File: config.mk
export PLATFORM = sky130hd
export DESIGN_NAME = tmh_front
export DESIGN_NICKNAME = d
export VERILOG_FILES = /design/src/rtl/assert_macros.svh /design/src/rtl/tmh_pkg.sv /design/src/rtl/tmh_front.sv
export SDC_FILE = /design/constraint.sdc
export NUM_CORES = 1
export LEC_CHECK = 0
export ABC_AREA = 1
export BUFFER_PORTS_ARGS = -buffer_cell sky130_fd_sc_hd__buf_2
export CORE_MARGIN = 2
export CORE_UTILIZATION = 53
export DETAILED_ROUTE_END_ITERATION = 16
export PLACE_DENSITY = 0.8
export SLEW_MARGIN = 20
export SYNTH_ARGS = -nofsm -noshare
export SYNTH_HDL_FRONTEND = slang
export SYNTH_SLANG_ARGS = --single-unit
File: constraint.sdc
create_clock -name clk -period 9.9 [get_ports clk]
set_input_delay 1.485 -clock clk [delete_from_list [all_inputs] [get_ports clk]]
set_output_delay 1.485 -clock clk [all_outputs]
set_load 0.02 [all_outputs]
File: src/rtl/assert_macros.svh
// Assertion helpers used by the RTL top level
`ifndef ASSERT_MACROS_SVH
`define ASSERT_MACROS_SVH

// Property must hold at every clock edge outside reset
`define ASSERT_CLK(label, clk_s, rst_s, prop, msg) \
  label: assert property (@(posedge clk_s) disable iff (rst_s) (prop)) else $error(msg);

// Implication checked on the next edge
`define ASSERT_NEXT(label, clk_s, rst_s, ante, cons, msg) \
  label: assert property (@(posedge clk_s) disable iff (rst_s) (ante) |=> (cons)) \
    else $error(msg);

`endif

File: src/rtl/tmh_pkg.sv
`default_nettype none
package tmh_pkg;

  localparam logic KIND_ADD  = 1'b0;
  localparam logic KIND_TICK = 1'b1;

  localparam logic [1:0] ST_ADDED    = 2'd0;
  localparam logic [1:0] ST_REJECTED = 2'd1;
  localparam logic [1:0] ST_FIRED    = 2'd2;

  // Command beat between the front end and the heap engine
  typedef struct packed {
    logic        kind;
    logic [31:0] duration;
    logic [15:0] dest_port;
    logic [63:0] payload;
  } tmh_cmd_t;

  // Result beat back to the output queue
  typedef struct packed {
    logic [1:0]  status;
    logic [15:0] fired_port;
    logic [63:0] fired_payload;
    logic        last;
  } tmh_res_t;

  typedef enum logic [3:0] {
    ENG_IDLE,
    ENG_UP_RD,
    ENG_UP_CMP,
    ENG_TOP_RD,
    ENG_TOP_CHK,
    ENG_MV_RD,
    ENG_MV_WR,
    ENG_DN_LEFT,
    ENG_DN_RIGHT,
    ENG_DN_CMP,
    ENG_RES
  } tmh_eng_state_t;

endpackage
`default_nettype wire

File: src/rtl/tmh_front.sv
`default_nettype none
// Input stage: a two-entry command queue in front of the heap engine
module tmh_front import tmh_pkg::*; (
  input  wire logic     clk,
  input  wire logic     rst,
  input  wire logic     push,
  output logic          full,
  input  wire tmh_cmd_t in_cmd,
  output logic          cmd_valid,
  output tmh_cmd_t      cmd,
  input  wire logic     cmd_take
);
  tmh_cmd_t   q [2];
  logic [1:0] cnt;
  logic       rd_ptr;
  logic       wr_ptr;
  logic       do_push;
  logic       do_take;

  assign full      = (cnt == 2'd2);
  assign cmd_valid = (cnt != 2'd0);
  assign cmd       = q[rd_ptr];
  assign do_push   = push && !full;
  assign do_take   = cmd_take && cmd_valid;

  // queue storage
  always_ff @(posedge clk) begin
    if (do_push) begin
      q[wr_ptr] <= in_cmd;
    end
  end

  // pointers and fill
  always_ff @(posedge clk) begin
    if (rst) begin
      cnt    <= 2'd0;
      rd_ptr <= 1'b0;
      wr_ptr <= 1'b0;
    end else begin
      if (do_push) wr_ptr <= !wr_ptr;
      if (do_take) rd_ptr <= !rd_ptr;
      cnt <= cnt + {1'b0, do_push} - {1'b0, do_take};
    end
  end
endmodule
`default_nettype wire

## Yosys cells after proc, flatten, opt, wreduce, memory -nomap -nowiden

Memories as Yosys holds them, arrays and structs flattened. A register that Yosys moved wholly into a read port is not among the register bits.
Index checks and enable logic that the tools add are counted.

- Memories: 1
- Memory bits (writable): 226
- Flip-flop bits (word level): 4
- Input bits: 117

Memory list:

| memory | words | bits a word | rd ports | clocked after Yosys merged registers in | write ports | line | text |
|---|---|---|---|---|---|---|---|
| q | 2 | 113 | 1 | 1 | 1 | tmh_front.sv:13 | `tmh_cmd_t q [2];` |

- Reduce and logical (&&, ||, !) cells: 6
- $add $sub $neg: 2
- Mux-type cells: 4
- Equality and inequality tests: 1

Operators with widths:

| kind | number |
|---|---|
| 1-bit 2-to-1 mux | 4 |
| 1-bit zero test | 3 |
| 2-bit by 1-bit adder with 2-bit output | 1 |
| 2-bit equality test, second input constant | 1 |
| 1-bit logical AND | 2 |
| 2-bit nonzero test | 1 |
| 2-bit by 1-bit subtractor with 2-bit output | 1 |

## Longest topological paths before layout

- Word-level depth: 5
- Depth in mapped cells: 11
- Gate-level depth less buffers: 11

## Least setup slack after synthesis

No wires, ideal clock.

- Kind: input to register
- Start point: in push
- End point: mem q[0][0] in the netlist's numbering (enable)
- Arrival time: 6252 ps
- Setup slack: 3062 ps
- Stages on the path: 2
- Library setup time: 586 ps
- Cell sequence: nand2_1 nor2_1

- Word-level cells in the longest chain between the ends: 3

RTL lines:

| what | line | text |
|---|---|---|
| start, declared | tmh_front.sv:6 | `input wire logic push,` |
| 1-bit logical AND | tmh_front.sv:23 | `assign do_push = push && !full;` |
| 1-bit 2-to-1 mux | tmh_front.sv:28 | `if (do_push) begin` |
| 1-bit 2-to-1 mux (implied by the code) | tmh_front.sv:29 | `q[wr_ptr] <= in_cmd;` |
| end, declared | tmh_front.sv:13 |  |

No other way between the ends.

==> results.toml <==
[finish]
layoutNonFillerInstCount = 865
area_delta_synth_final_pct = 23.4
mostFrequentLayoutCells = "buf_2, edfxtp_1, mux2_4, mux2_2, clkbuf_16"
antenna_cells = 0
fin_util_pct = 67.3
fillCellCount = 1088
seq_area_sq_um = 6890
layout_commonest_cell = "buf_2"
fin_nets = 755
drive_above_1_share_pct = 58.7
multiInputGateArea_sq_um = 1660

[placed_design]
post-place-ws_ns = 5.94
place_congestion = 0.779
io_buffers = 231
placed_cells = 827
dp_hpwl_um = 10300

[global_route]
grt_usage_pct = 17.3
grt-ovfl-total = 0
grtUsageMet2_pct = 31.4
top_usage_layer = "met2"
grt_max_degree = 77
antenna_found_initial = 1
grt_pass1_vias = 4724
grt_use_met3_pct = 4.77
use_met1_pct = 20.0
grt_pass1_wl_um = 23800

[drt]
dr.pass1.iters = 5
drt-total-wl_um = 15600
viasPerCell = 5.07
drc_errors = 0
avgRoutedWirePerCell_um = 18.0
vias = 4389
drt-initial-drc-count = 313
antenna_left = 0

[flow_run]
max_cap_violations = 0

[clocking]
cts_sinks = 231
h-tree-depth = 1
post_cts_buffers = 0
cts_tree = "built"
hold_buffers = 0
clkLatencyLatePin_ns = 0.49
cts-buffers-inserted = 23
cts_resized = 0
clock_path_buffers = 3
clockRootBuffer = "clkbuf_16"
clk_pin_slew_ns = 0.06

[floorplanning]
initial_core_util_pct = 54.5
core_sq_um = 15900
die_w_um = 132
ios = 232
die-area_sq_um = 17400
num_rows = 46
die_y_um = 132

[timing]
period_share_pct = 44.4
setup_slack_ns = 5.50
maxSlewViolCount = 0
hold_violations = 0
slew_headroom_pct = 28.5
finalSetupViolCount = 0
worst_pin_slew_ns = 1.07
rsz0062_at_grt = "false"
tns_ns = 0
finalWorstPathRequiredPeriod_ns = 4.40
skew_ns = 0.00782
hold_ws_ns = 0.514
max_freq_mhz = 227

[yosys]
yosysSeqAreaShare_pct = 79.2
syn_nets = 509
syn_area_sq_um = 8690
ys_ff_latch = 231
synthAdderAreaFrac_pct = 0.288
synth-simple-area-share_pct = 0.907
muxShareOfSynthArea_pct = 17.7
syn_avg_cell_area_sq_um = 22.3
synthXorXnorAreaFrac_pct = 0
synth_warnings = 0
synth_top_family_by_area = "multiplexers"
synthCells = 390
synth_compound_area_share_pct = 0.115
synth_cell_types = 13

[setup_path]
crit_type = "reg2out"
cp_max_fo = 58
arrival_ns = 2.91
setup.worst_path.end_class = "output port"
required_ns = 8.42
cp-start-kind = "flip-flop"

[worst_hold_path]
hold_class = "reg2reg"

[power]
powerDensity_nw_per_um2 = 265
p_leak_uw = 0.00419
irDropWorstVdd_mv = 0.146

[status]
outcome = "finished, final reports clean"
[synth_stat cells]
library cell | number | share of area [%]
mux2_2 | 43 | 5.6
inv_1 | 9 | 0.39
buf_2 | 4 | 0.23
mux2_4 | 70 | 12
buf_6 | 8 | 1.0
edfxtp_1 | 226 | 78
dfxtp_1 | 5 | 1.2
nand2_1 | 8 | 0.35
buf_8 | 1 | 0.17
ha_1 | 2 | 0.29
nand3_1 | 3 | 0.17
a21oi_1 | 2 | 0.12
nor2_1 | 9 | 0.39
[layer usage]
layer	vias up	part of all wire, %
met5	-	0
met4	0	2.2
met3	30	8.1
met2	199	52
met1	2147	38
li1	2013	-
[flip-flops by register name (all words and copies together) (netlist names), named ones only]
register and count:
cnt 2, wr_ptr 1, rd_ptr 1, q 226
[path summary, 6_finish.rpt]
path / slack, ns / cells past startpoint / from / end
hold / removal: 0.51 / 2 / rd_ptr$_SDFFE_PP0P_ / rd_ptr$_SDFFE_PP0P_
setup / recovery: 5.50 / 3 / flip-flop / cmd[1]
setup reg to reg: 6.93 / 5 / cnt[0]$_SDFF_PP0_ / q[0][24]$_DFFE_PP_
hold reg to reg: 0.51 / 2 / rd_ptr$_SDFFE_PP0P_ / rd_ptr$_SDFFE_PP0P_
[report_power, final]
| part | internal, uW | total, uW | switching, uW |
|---|---|---|---|
| Clock | 474 | 806 | 332 |
| Combinational | 316 | 734 | 418 |
| Sequential | 1240 | 1300 | 63.3 |
| Total | 2030 | 2840 | 813 |
[worst max-delay path, cell delays in order (launching register included)]
cell	delay [ns]
dfxtp_4	0.86
buf_4	0.93
mux2_2	0.42
buf_2	0.16
[cell type report]
class / instances / share of cell area [%]
inverters: 9 / 0.338
clock inverters: 12 / 1.00
clock buffers: 26 / 5.47
flip-flops and latches: 231 / 64.2
multi-input cells: 137 / 15.4
well taps: 216 / 2.52
repair buffers: 234 / 11.0
[per-stage QoR]
stage	cell area (sq um)	power (uW)
final	10700	2840
after global routing	10700	2960
after CTS	10700	2870
after detailed placement	10000	2070
after global placement	10000	2040
after floorplan	8690	1870
[cell families (layout without fill, tap and decap cells)]
| logic type | after synthesis | in the layout |
|---|---|---|
| fa+ha+maj | 2 | 2 |
| compound gates | 2 | 2 |
| buf+inv | 22 | 281 |
| flops | 231 | 231 |
| mux | 113 | 113 |
| simple gates | 20 | 20 |
No activity file was read; power rests on OpenSTA's default activity.
